## src/hdl/pio_pkg.sv

```systemverilog
// Shared types and constants of the pulse interval odometer.
// No dependencies; used by the controller, the datapath and the top level.
package pio_pkg;

  localparam int BatchLen = 16;
  localparam int AddrW    = $clog2(BatchLen);
  localparam int CntW     = $clog2(BatchLen + 1);
  localparam int BcntW    = 5;

  localparam logic [1:0] OP_EDGE = 2'd0;
  localparam logic [1:0] OP_OVF  = 2'd1;
  localparam logic [1:0] OP_TICK = 2'd2;

  localparam logic [2:0] REG_METRES    = 3'd0;
  localparam logic [2:0] REG_RECOVERED = 3'd1;
  localparam logic [2:0] REG_STEP_THR  = 3'd2;
  localparam logic [2:0] REG_SPREAD    = 3'd3;
  localparam logic [2:0] REG_TEST      = 3'd4;

  localparam logic [31:0] MetresReset = 32'd65536;
  localparam logic [15:0] StepThrReset = 16'd1500;
  localparam logic [15:0] SpreadReset  = 16'd500;

  typedef struct packed {
    logic accept;
    logic scan_clr;
    logic scan_step;
    logic scan_count;
    logic eval;
    logic pulse;
    logic mul;
    logic mile;
    logic out_load;
  } pio_cmd_t;

  typedef struct packed {
    logic formed;
    logic batch;
    logic mile;
    logic scan_done;
    logic all_count;
  } pio_status_t;

endpackage

```

## src/hdl/pulse_interval_odometer.sv

```systemverilog
// Wheel-pulse interval meter and trip odometer. Each transfer on the input
// stream is one event (edge capture, timer overflow or rate window tick) and
// yields exactly one result transfer. A timer event or an edge that closes no
// batch goes from accept straight to the result, through the multiply and
// mileage steps when the trip mileage is recomputed; the edge that fills the
// sixteen-entry interval store makes two sequential passes over the single
// read port of the store (one for max/min, one for the qualifying count) and
// skips the second pass when the whole batch counts.
// The output register lets the next event enter while a result waits.
// Depends on pio_pkg, pio_ctrl, pio_dp and pio_ram.
module pulse_interval_odometer (
  input  logic         clk_i,
  input  logic         rst_ni,
  input  logic         cfg_we_i,
  input  logic [2:0]   cfg_idx_i,
  input  logic [31:0]  cfg_data_i,
  input  logic         s_axis_tvalid,
  output logic         s_axis_tready,
  input  logic [23:0]  s_axis_tdata,  // capture_time[15:0], trip_active[16], zero
  input  logic [1:0]   s_axis_tuser,  // opcode[1:0]
  output logic         m_axis_tvalid,
  input  logic         m_axis_tready,
  // interval[15:0], interval_valid[16], batch_done[17], batch_count[22:18],
  // trip_pulses[54:23], trip_mileage[86:55], step_rate[102:87], rate_valid[103]
  output logic [103:0] m_axis_tdata
);
  import pio_pkg::*;

  pio_cmd_t    cmd;
  pio_status_t st;

  logic [15:0]      interval, step_rate;
  logic             interval_valid, batch_done, rate_valid;
  logic [BcntW-1:0] batch_count;
  logic [31:0]      trip_pulses, trip_mileage;

  pio_ctrl u_ctrl (
    .clk_i     (clk_i),
    .rst_ni    (rst_ni),
    .s_valid_i (s_axis_tvalid),
    .s_ready_o (s_axis_tready),
    .m_valid_o (m_axis_tvalid),
    .m_ready_i (m_axis_tready),
    .st_i      (st),
    .cmd_o     (cmd)
  );

  pio_dp u_dp (
    .clk_i            (clk_i),
    .rst_ni           (rst_ni),
    .cfg_we_i         (cfg_we_i),
    .cfg_idx_i        (cfg_idx_i),
    .cfg_data_i       (cfg_data_i),
    .opcode_i         (s_axis_tuser),
    .capture_time_i   (s_axis_tdata[15:0]),
    .trip_active_i    (s_axis_tdata[16]),
    .cmd_i            (cmd),
    .st_o             (st),
    .interval_o       (interval),
    .interval_valid_o (interval_valid),
    .batch_done_o     (batch_done),
    .batch_count_o    (batch_count),
    .trip_pulses_o    (trip_pulses),
    .trip_mileage_o   (trip_mileage),
    .step_rate_o      (step_rate),
    .rate_valid_o     (rate_valid)
  );

  assign m_axis_tdata = {rate_valid, step_rate, trip_mileage, trip_pulses,
                         batch_count, batch_done, interval_valid, interval};

  // an accepted event closes the input in the cycle after the transfer
  a_busy_after_accept: assert property (@(posedge clk_i) disable iff (!rst_ni)
    (s_axis_tvalid && s_axis_tready) |=> !s_axis_tready)
    else $error("input accepted again in the cycle after a transfer");

  // a batch is only judged by an edge that formed an interval
  a_batch_needs_interval: assert property (@(posedge clk_i) disable iff (!rst_ni)
    m_axis_tvalid |-> (!m_axis_tdata[17] || m_axis_tdata[16]))
    else $error("batch_done without interval_valid");

  // a window tick never carries an interval
  a_rate_excl: assert property (@(posedge clk_i) disable iff (!rst_ni)
    m_axis_tvalid |-> !(m_axis_tdata[103] && m_axis_tdata[16]))
    else $error("rate_valid and interval_valid together");

endmodule

```

## src/hdl/pio_ram.sv

```systemverilog
// Generic single-write, single-read RAM with registered read data.
// No dependencies.
module pio_ram #(
  parameter int Width = 16,
  parameter int Depth = 16
) (
  input  logic                     clk_i,
  input  logic                     we_i,
  input  logic [$clog2(Depth)-1:0] waddr_i,
  input  logic [Width-1:0]         wdata_i,
  input  logic [$clog2(Depth)-1:0] raddr_i,
  output logic [Width-1:0]         rdata_o
);

  logic [Width-1:0] mem_q [Depth];
  logic [Width-1:0] rdata_q;

  always_ff @(posedge clk_i) begin
    if (we_i) begin
      mem_q[waddr_i] <= wdata_i;
    end
    rdata_q <= mem_q[raddr_i];
  end

  assign rdata_o = rdata_q;

endmodule

```

## src/hdl/pio_ctrl.sv

```systemverilog
// Sequencer of the pulse interval odometer: steps the datapath through
// accept, the two store scans, pulse and mileage update and result hand-off.
// Depends on pio_pkg.
module pio_ctrl (
  input  logic                 clk_i,
  input  logic                 rst_ni,
  input  logic                 s_valid_i,
  output logic                 s_ready_o,
  output logic                 m_valid_o,
  input  logic                 m_ready_i,
  input  pio_pkg::pio_status_t st_i,
  output pio_pkg::pio_cmd_t    cmd_o
);
  import pio_pkg::*;

  typedef enum logic [2:0] {
    S_IDLE, S_SCAN_MM, S_EVAL, S_SCAN_CNT, S_PULSE, S_MUL, S_MILE, S_RESULT
  } state_e;

  state_e state_q, state_d;
  logic   mile_q, mile_d;
  logic   out_valid_q, out_valid_d;

  always_comb begin
    cmd_o       = '0;
    state_d     = state_q;
    mile_d      = mile_q;
    out_valid_d = out_valid_q & ~m_ready_i;
    case (state_q)
      S_IDLE: begin
        cmd_o.scan_clr = 1'b1;
        if (s_valid_i) begin
          cmd_o.accept = 1'b1;
          mile_d       = st_i.mile;
          if (st_i.batch) begin
            state_d = S_SCAN_MM;
          end else if (st_i.mile) begin
            state_d = S_MUL;
          end else begin
            state_d = S_RESULT;
          end
        end
      end
      S_SCAN_MM: begin
        cmd_o.scan_step = 1'b1;
        if (st_i.scan_done) begin
          state_d = S_EVAL;
        end
      end
      S_EVAL: begin
        cmd_o.eval     = 1'b1;
        cmd_o.scan_clr = 1'b1;
        state_d        = st_i.all_count ? S_PULSE : S_SCAN_CNT;
      end
      S_SCAN_CNT: begin
        cmd_o.scan_step  = 1'b1;
        cmd_o.scan_count = 1'b1;
        if (st_i.scan_done) begin
          state_d = S_PULSE;
        end
      end
      S_PULSE: begin
        cmd_o.pulse = 1'b1;
        state_d     = mile_q ? S_MUL : S_RESULT;
      end
      S_MUL: begin
        cmd_o.mul = 1'b1;
        state_d   = S_MILE;
      end
      S_MILE: begin
        cmd_o.mile = 1'b1;
        state_d    = S_RESULT;
      end
      S_RESULT: begin
        // hold the result until the output register is free
        if (!out_valid_q || m_ready_i) begin
          cmd_o.out_load = 1'b1;
          out_valid_d    = 1'b1;
          state_d        = S_IDLE;
        end
      end
      default: begin
        state_d = S_IDLE;
      end
    endcase
  end

  always_ff @(posedge clk_i or negedge rst_ni) begin
    if (!rst_ni) begin
      state_q     <= S_IDLE;
      mile_q      <= 1'b0;
      out_valid_q <= 1'b0;
    end else begin
      state_q     <= state_d;
      mile_q      <= mile_d;
      out_valid_q <= out_valid_d;
    end
  end

  assign s_ready_o = (state_q == S_IDLE);
  assign m_valid_o = out_valid_q;

endmodule

```

## src/hdl/pio_dp.sv

```systemverilog
// Datapath of the pulse interval odometer: configuration registers, edge
// stamps, interval store, batch judging, pulse total, mileage and result
// register. Depends on pio_pkg and pio_ram.
module pio_dp (
  input  logic                 clk_i,
  input  logic                 rst_ni,
  input  logic                 cfg_we_i,
  input  logic [2:0]           cfg_idx_i,
  input  logic [31:0]          cfg_data_i,
  input  logic [1:0]           opcode_i,
  input  logic [15:0]          capture_time_i,
  input  logic                 trip_active_i,
  input  pio_pkg::pio_cmd_t    cmd_i,
  output pio_pkg::pio_status_t st_o,
  output logic [15:0]          interval_o,
  output logic                 interval_valid_o,
  output logic                 batch_done_o,
  output logic [pio_pkg::BcntW-1:0] batch_count_o,
  output logic [31:0]          trip_pulses_o,
  output logic [31:0]          trip_mileage_o,
  output logic [15:0]          step_rate_o,
  output logic                 rate_valid_o
);
  import pio_pkg::*;

  // configuration
  logic [31:0] metres_q, recovered_q;
  logic [15:0] step_thr_q, spread_q;
  logic        test_q;

  // event state
  logic            phase_q;
  logic [15:0]     rise_q, fall_q, ovf_q, steps_q;
  logic [CntW-1:0] fill_q;
  logic [31:0]     pulse_q, mileage_q;
  logic [63:0]     prod_q;

  // scan state
  logic [CntW-1:0] scan_idx_q, hits_q;
  logic            rd_valid_q, first_q;
  logic [15:0]     hi_q, lo_q;
  logic [15:0]     rd_data;

  // per-item result fields
  logic [15:0]     ival_q, rate_q;
  logic            ival_ok_q, done_q, rate_ok_q;
  logic [CntW-1:0] bcnt_q;

  // output register
  logic [15:0]      o_ival_q, o_rate_q;
  logic             o_ival_ok_q, o_done_q, o_rate_ok_q;
  logic [BcntW-1:0] o_bcnt_q;
  logic [31:0]      o_pulses_q, o_mileage_q;

  logic [15:0]     other, ival_c;
  logic            is_edge, formed;
  logic [CntW-1:0] fill_inc;
  logic [16:0]     lo_plus_spread;

  always_comb begin
    other    = phase_q ? fall_q : rise_q;
    // overflow weight 65535 is minus one modulo 2^16
    ival_c   = capture_time_i - other - ovf_q;
    is_edge  = (opcode_i == OP_EDGE);
    formed   = is_edge && (other != 16'd0);
    fill_inc = fill_q + CntW'(1);
    lo_plus_spread = {1'b0, lo_q} + {1'b0, spread_q};
    st_o.formed    = formed;
    st_o.batch     = formed && (fill_inc == CntW'(BatchLen));
    st_o.mile      = formed && !test_q && trip_active_i;
    st_o.scan_done = (scan_idx_q == CntW'(BatchLen));
    st_o.all_count = ({1'b0, hi_q} < lo_plus_spread);
  end

  pio_ram #(
    .Width (16),
    .Depth (BatchLen)
  ) u_store (
    .clk_i   (clk_i),
    .we_i    (cmd_i.accept && formed),
    .waddr_i (fill_q[AddrW-1:0]),
    .wdata_i (ival_c),
    .raddr_i (scan_idx_q[AddrW-1:0]),
    .rdata_o (rd_data)
  );

  always_ff @(posedge clk_i or negedge rst_ni) begin
    if (!rst_ni) begin
      metres_q    <= MetresReset;
      recovered_q <= '0;
      step_thr_q  <= StepThrReset;
      spread_q    <= SpreadReset;
      test_q      <= 1'b0;
      phase_q     <= 1'b1;
      rise_q      <= '0;
      fall_q      <= '0;
      ovf_q       <= '0;
      steps_q     <= '0;
      fill_q      <= '0;
      pulse_q     <= '0;
      mileage_q   <= '0;
      scan_idx_q  <= '0;
      rd_valid_q  <= 1'b0;
      first_q     <= 1'b1;
      hits_q      <= '0;
    end else begin
      if (cfg_we_i) begin
        case (cfg_idx_i)
          REG_METRES:    metres_q    <= cfg_data_i;
          REG_RECOVERED: recovered_q <= cfg_data_i;
          REG_STEP_THR:  step_thr_q  <= cfg_data_i[15:0];
          REG_SPREAD:    spread_q    <= cfg_data_i[15:0];
          REG_TEST:      test_q      <= cfg_data_i[0];
          default: ;
        endcase
      end

      if (cmd_i.accept) begin
        case (opcode_i)
          OP_EDGE: begin
            if (phase_q) begin
              rise_q <= capture_time_i;
            end else begin
              fall_q <= capture_time_i;
            end
            phase_q <= ~phase_q;
            if (formed) begin
              ovf_q  <= '0;
              fill_q <= fill_inc;
              if (ival_c > step_thr_q) begin
                steps_q <= steps_q + 16'd1;
              end
            end
          end
          OP_OVF:  ovf_q   <= ovf_q + 16'd1;
          OP_TICK: steps_q <= '0;
          default: ;
        endcase
      end

      if (cmd_i.scan_clr) begin
        scan_idx_q <= '0;
        rd_valid_q <= 1'b0;
        first_q    <= 1'b1;
      end else if (cmd_i.scan_step) begin
        if (scan_idx_q != CntW'(BatchLen)) begin
          scan_idx_q <= scan_idx_q + CntW'(1);
          rd_valid_q <= 1'b1;
        end else begin
          rd_valid_q <= 1'b0;
        end
        if (rd_valid_q) begin
          first_q <= 1'b0;
        end
      end

      if (cmd_i.eval) begin
        hits_q <= st_o.all_count ? CntW'(BatchLen) : '0;
      end else if (cmd_i.scan_step && cmd_i.scan_count && rd_valid_q &&
                   (rd_data > {2'b00, hi_q[15:2]})) begin
        hits_q <= hits_q + CntW'(1);
      end

      if (cmd_i.pulse) begin
        pulse_q <= pulse_q + 32'(hits_q >> 1);
        fill_q  <= '0;
      end

      if (cmd_i.mile) begin
        mileage_q <= recovered_q + prod_q[47:16];
      end
    end
  end

  // payload registers
  always_ff @(posedge clk_i) begin
    if (cmd_i.scan_step && !cmd_i.scan_count && rd_valid_q) begin
      if (first_q || rd_data > hi_q) begin
        hi_q <= rd_data;
      end
      if (first_q || rd_data < lo_q) begin
        lo_q <= rd_data;
      end
    end

    if (cmd_i.mul) begin
      prod_q <= {32'd0, pulse_q} * {32'd0, metres_q};
    end

    if (cmd_i.accept) begin
      ival_q    <= formed ? ival_c : 16'd0;
      ival_ok_q <= formed;
      done_q    <= 1'b0;
      bcnt_q    <= '0;
      rate_q    <= (opcode_i == OP_TICK) ? steps_q : 16'd0;
      rate_ok_q <= (opcode_i == OP_TICK);
    end else if (cmd_i.pulse) begin
      done_q <= 1'b1;
      bcnt_q <= hits_q;
    end

    if (cmd_i.out_load) begin
      o_ival_q    <= ival_q;
      o_ival_ok_q <= ival_ok_q;
      o_done_q    <= done_q;
      o_bcnt_q    <= BcntW'(bcnt_q);
      o_pulses_q  <= pulse_q;
      o_mileage_q <= mileage_q;
      o_rate_q    <= rate_q;
      o_rate_ok_q <= rate_ok_q;
    end
  end

  assign interval_o       = o_ival_q;
  assign interval_valid_o = o_ival_ok_q;
  assign batch_done_o     = o_done_q;
  assign batch_count_o    = o_bcnt_q;
  assign trip_pulses_o    = o_pulses_q;
  assign trip_mileage_o   = o_mileage_q;
  assign step_rate_o      = o_rate_q;
  assign rate_valid_o     = o_rate_ok_q;

endmodule
```

## config.mk

```make
export PLATFORM = sky130hd
export DESIGN_NAME = pulse_interval_odometer
export DESIGN_NICKNAME = d
export VERILOG_FILES = /design/src/hdl/pio_pkg.sv /design/src/hdl/pulse_interval_odometer.sv /design/src/hdl/pio_ram.sv /design/src/hdl/pio_ctrl.sv /design/src/hdl/pio_dp.sv
export SDC_FILE = /design/constraint.sdc
export NUM_CORES = 2
export LEC_CHECK = 0
export BUFFER_PORTS_ARGS = -buffer_cell sky130_fd_sc_hd__buf_2
export CAP_MARGIN = 25
export CORE_ASPECT_RATIO = 0.7
export CORE_MARGIN = 8
export CORE_UTILIZATION = 65
export DETAILED_ROUTE_END_ITERATION = 7
export HOLD_SLACK_MARGIN = 0.02
export PLACE_DENSITY_LB_ADDON = 0.3
export SLEW_MARGIN = 0
export SYNTH_ARGS = -nofsm -noshare
export SYNTH_HDL_FRONTEND = slang
export SYNTH_SLANG_ARGS = --single-unit
```

## constraint.sdc

```tcl
create_clock -name clk_i -period 9.4 [get_ports clk_i]
set_clock_uncertainty 0.05 [all_clocks]
set_input_delay 0.47 -clock clk_i [delete_from_list [all_inputs] [get_ports clk_i]]
set_output_delay 0.47 -clock clk_i [all_outputs]
set_load 0.005 [all_outputs]
```

==> flow_summary_export.csv <==
group,metric,value,unit
run_status,status,"finished, violations left",
run_status,violations,"DRC",
place,numPortBuffers,164,
route,drtIter0Drc,4245,
timing,period_share,91.35,%
synth,synth_top_family_by_area,"adder cells",
route,dr.pass1.iters,8,
cells_and_area,instances_no_fill,6581,
critical_path,regToRegEndpoint,"u_dp.prod_q[40]",
synth,syn_nets,6348,
synth,yosysUniqueCellTypes,79,
global_routing,grt_pass1_wl,247600,um
pwr,seqPwrFrac,27.9,%
place,place_area,61560,um2
timing,setup_slack,0.8135,ns
critical_path,rr_worst_depth,24,
global_routing,antenna_found_initial,5,
synth,synth_xor_xnor_area_share,2.546,%
pwr,power,20.18,mW
synth,synth_ff_type,"edfxtp_1",
critical_path,critPathKind,"flip-flop to flip-flop",
route,vias,39950,
hold_path,min_path_cells,2,
synth,synth-seq-cells,728,
synth,yosysSeqAreaShare,34.51,%
critical_path,worstSetupStartpointType,"flip-flop",
die,die_y,268.4,um
route,ant_nets,0,
cells_and_area,post-route-util,71.51,%
synth,syn_inst,5159,
global_routing,grt_pass1_vias,41580,
route,routedWlPerCell,24.40,um
timing,worst_pin_slew,1.167,ns
critical_path,worstSetupEndpointType,"flip-flop",
pwr,ir_drop,313.9,uV
place,post-place-ws,1.008,ns
clock_tree,post_cts_buffers,0,
critical_path,worst_ep_required_time,9.81,ns
pwr,p_per_area,313.2,nW/um2
clock_tree,root_buffer,"clkbuf_16",
route,drc_errors,10,
synth,syn_area,59170,um2
critical_path,crit_start,"u_dp.pulse_q[17]",
synth,async_reset_ff_share,34.07,%
timing,hold_violations,0,
synth,yosys.area_share.simple,12.27,%
synth,synthMuxAreaShare,5.578,%
synth,syn-mean-instance-area,11.47,um2
clock_tree,cts_buffers,73,
timing,timing.hold.ws,0.04564,ns
cells_and_area,fin_area,64450,um2
pwr,comb_power_share,57.1,%
synth,synthTopCellsByCount,"inv_1, fa_1, and2_1, nand2_1, edfxtp_1",
pwr,swShare,45.79,%
route,vias_per_cell,6.070,
global_routing,grt_max_degree,69,
die,io_pins,172,
synth,yosys.area.top_type,"fa_1",
global_routing,grt.overflow.total,0,
clock_tree,cts_sinks,728,
clock_tree,cts.clk_slew.worst_paths,0.07,ns
critical_path,reg2reg_setup_slack,0.81,ns
die,core_area,90130,um2
die,dieArea,101100,um2
run,maxCapViolations,0,
synth,ys_warn_count,0,
timing,finalMaxSlewViolations,0,
place,gp_congestion,0.9790,
timing,setup_tns,0,ns
synth,synth-compound-area-share,4.054,%
timing,setup_viol,0,
place,dp_hpwl,115300,um
synth,synth.most_common_cell,"inv_1",
critical_path,worstPathMaxFanout,27,
synth,synthTopCellsByArea,"fa_1, edfxtp_1, dfrtp_1",
clock_tree,clk_latency,0.69,ns
hold_path,hold_path_startpoint,"cfg_data_i[17]",
pwr,p_int,10.94,mW
synth,synth_edf_count,458,
cells_and_area,drive_above_1_share,12.06,%
critical_path,timing.rr.start,"u_dp.pulse_q[17]",
synth,synth_fa_ha_area_share,33.85,%
die,fp.dieW,376.6,um
timing,max_freq,0.1165,GHz
die,start_util,65.65,%
pwr,pwr-share-clk,15.0,%
cells_and_area,syn_to_final_growth,8.930,%
clock_tree,htreeDepth,3,
timing,relSlewSlack,22.21,%
clock_tree,post_cts_resized,0,
hold_path,min_path_type,"input pin to flip-flop",
hold_path,holdPathEnd,"u_dp.recovered_q[17]",
pwr,cellLeakagePower,28.92,nW
place,placed_cells,6413,
clock_tree,cts_tree,"done",
timing,rsz0062_at_grt,"no",
global_routing,track_usage,32.16,%
cells_and_area,fillers,6048,
timing,layout_min_cycle_time,8.586,ns
synth,netlist.area_leader.share,26.93,%
route,drt-total-wl,160500,um
critical_path,worstPathArrival,9.00,ns
pwr,p_sw,9.243,mW
cells_and_area,nets,6485,
die,rows,92,
clock_tree,clockBufferDepth,3,
-- cell usage in the layout, fill, tap and decap left out, types with 53 or more instances in the layout --
master and n:
a21o_1 53, a21oi_1 101, and2_1 553, buf_2 164, buf_4 101, clkbuf_16 74
dfrtp_1 228, edfxtp_1 458, fa_1 796, ha_1 327, inv_1 882, mux2_2 118
mux4_2 80, nand2_1 523, nor2_1 102, o21ai_0 117, xnor2_1 124
-- what timing repair did --
item | CTS | global route
endpoints found under the hold margin | 90 | 0
endpoints found under the setup margin | 0 | 0
hold buffers | 18 | 0
-- worst max-delay path by stage --
stage                 endpoint  slack (ns)  depth (start not counted)
5_1_grt        u_dp.prod_q[47]        0.64                         24
4_1_cts        u_dp.prod_q[47]        0.95                         25
3_5_place_dp   u_dp.prod_q[47]        1.01                         25
3_3_place_gp   u_dp.prod_q[47]        1.05                         25
6_report       u_dp.prod_q[40]        0.81                         24
2_1_floorplan  u_dp.prod_q[40]        1.71                         26
-- critical path, cell delays in order (launching register included) --
cell,delay [ns]
dfrtp_1,0.84
buf_4,0.52
and2_1,0.22
fa_1,0.44
fa_1,0.59
inv_1,0.07
fa_1,0.45
fa_1,0.55
inv_1,0.06
fa_1,0.67
fa_1,0.50
fa_1,0.53
fa_1,0.43
ha_1,0.33
a21oi_1,0.13
o21ai_0,0.10
a21oi_2,0.14
a21oi_1,0.11
a22o_1,0.26
a21o_4,0.21
a41oi_4,0.30
a21oi_2,0.11
o21ai_2,0.15
or4b_1,0.48
o311ai_1,0.11
-- power by group through the flow --
stage               logic (mW)  clock network, mW  registers, mW
global route              12.6               3.16           5.67
global placement          10.5                  0           5.67
CTS                       11.2               3.04           5.61
finish                    11.5               3.02           5.63
detailed placement        10.9                  0           5.65
floorplan                 7.07                  0           5.25
-- area by class of cell --
class	instances	area (um2)	area share (%)
clock buffers	88	1944	3.017
clock inverters	46	467.9	0.7260
inverters	883	3314	5.142
well taps	1222	1529	2.372
flip-flops and latches	728	20430	31.69
repair buffers	306	2246	3.484
diodes	4	10.01	0.01553
multi-input cells	3304	34520	53.55
-- logic make-up after synthesis --
logic type,after synthesis
muxes,215
AOI/OAI and AO/OA,382
buffers and inverters,1127
xor gates and xnor gates,172
and+or+nand+nor,1412
adders and majority gates,1123
DFF,728
-- metal layers --
| metal | global-route usage, % | wire length, um | share of wire (%) | vias up |
|---|---|---|---|---|
| li1 | - | - | - | 16650 |
| met1 | 46.92 | 63290 | 39 | 20330 |
| met2 | 45.61 | 67220 | 42 | 2551 |
| met3 | 11.32 | 24150 | 15 | 417 |
| met4 | 9.967 | 5885 | 3.7 | 0 |
| met5 | 0 | 0 | 0 | - |
-- sequential cells by signal, summed over array words and instances (netlist names), 16 cells and up --
name,count
u_dp.lo_q,16
u_dp.rate_q,16
u_dp.step_thr_q,16
u_dp.metres_q,32
u_dp.spread_q,16
u_dp.mileage_q,32
u_dp.ival_q,16
u_dp.ovf_q,16
u_dp.interval_o,16
u_dp.rise_q,16
u_dp.pulse_q,32
u_dp.fall_q,16
u_dp.trip_pulses_o,32
u_dp.u_store.mem_q,256
u_dp.steps_q,16
u_dp.u_store.rdata_o,16
u_dp.recovered_q,32
u_dp.hi_q,16
u_dp.trip_mileage_o,32
u_dp.step_rate_o,16
u_dp.prod_q,32
Note: power is estimated with default switching activity, not from simulation.
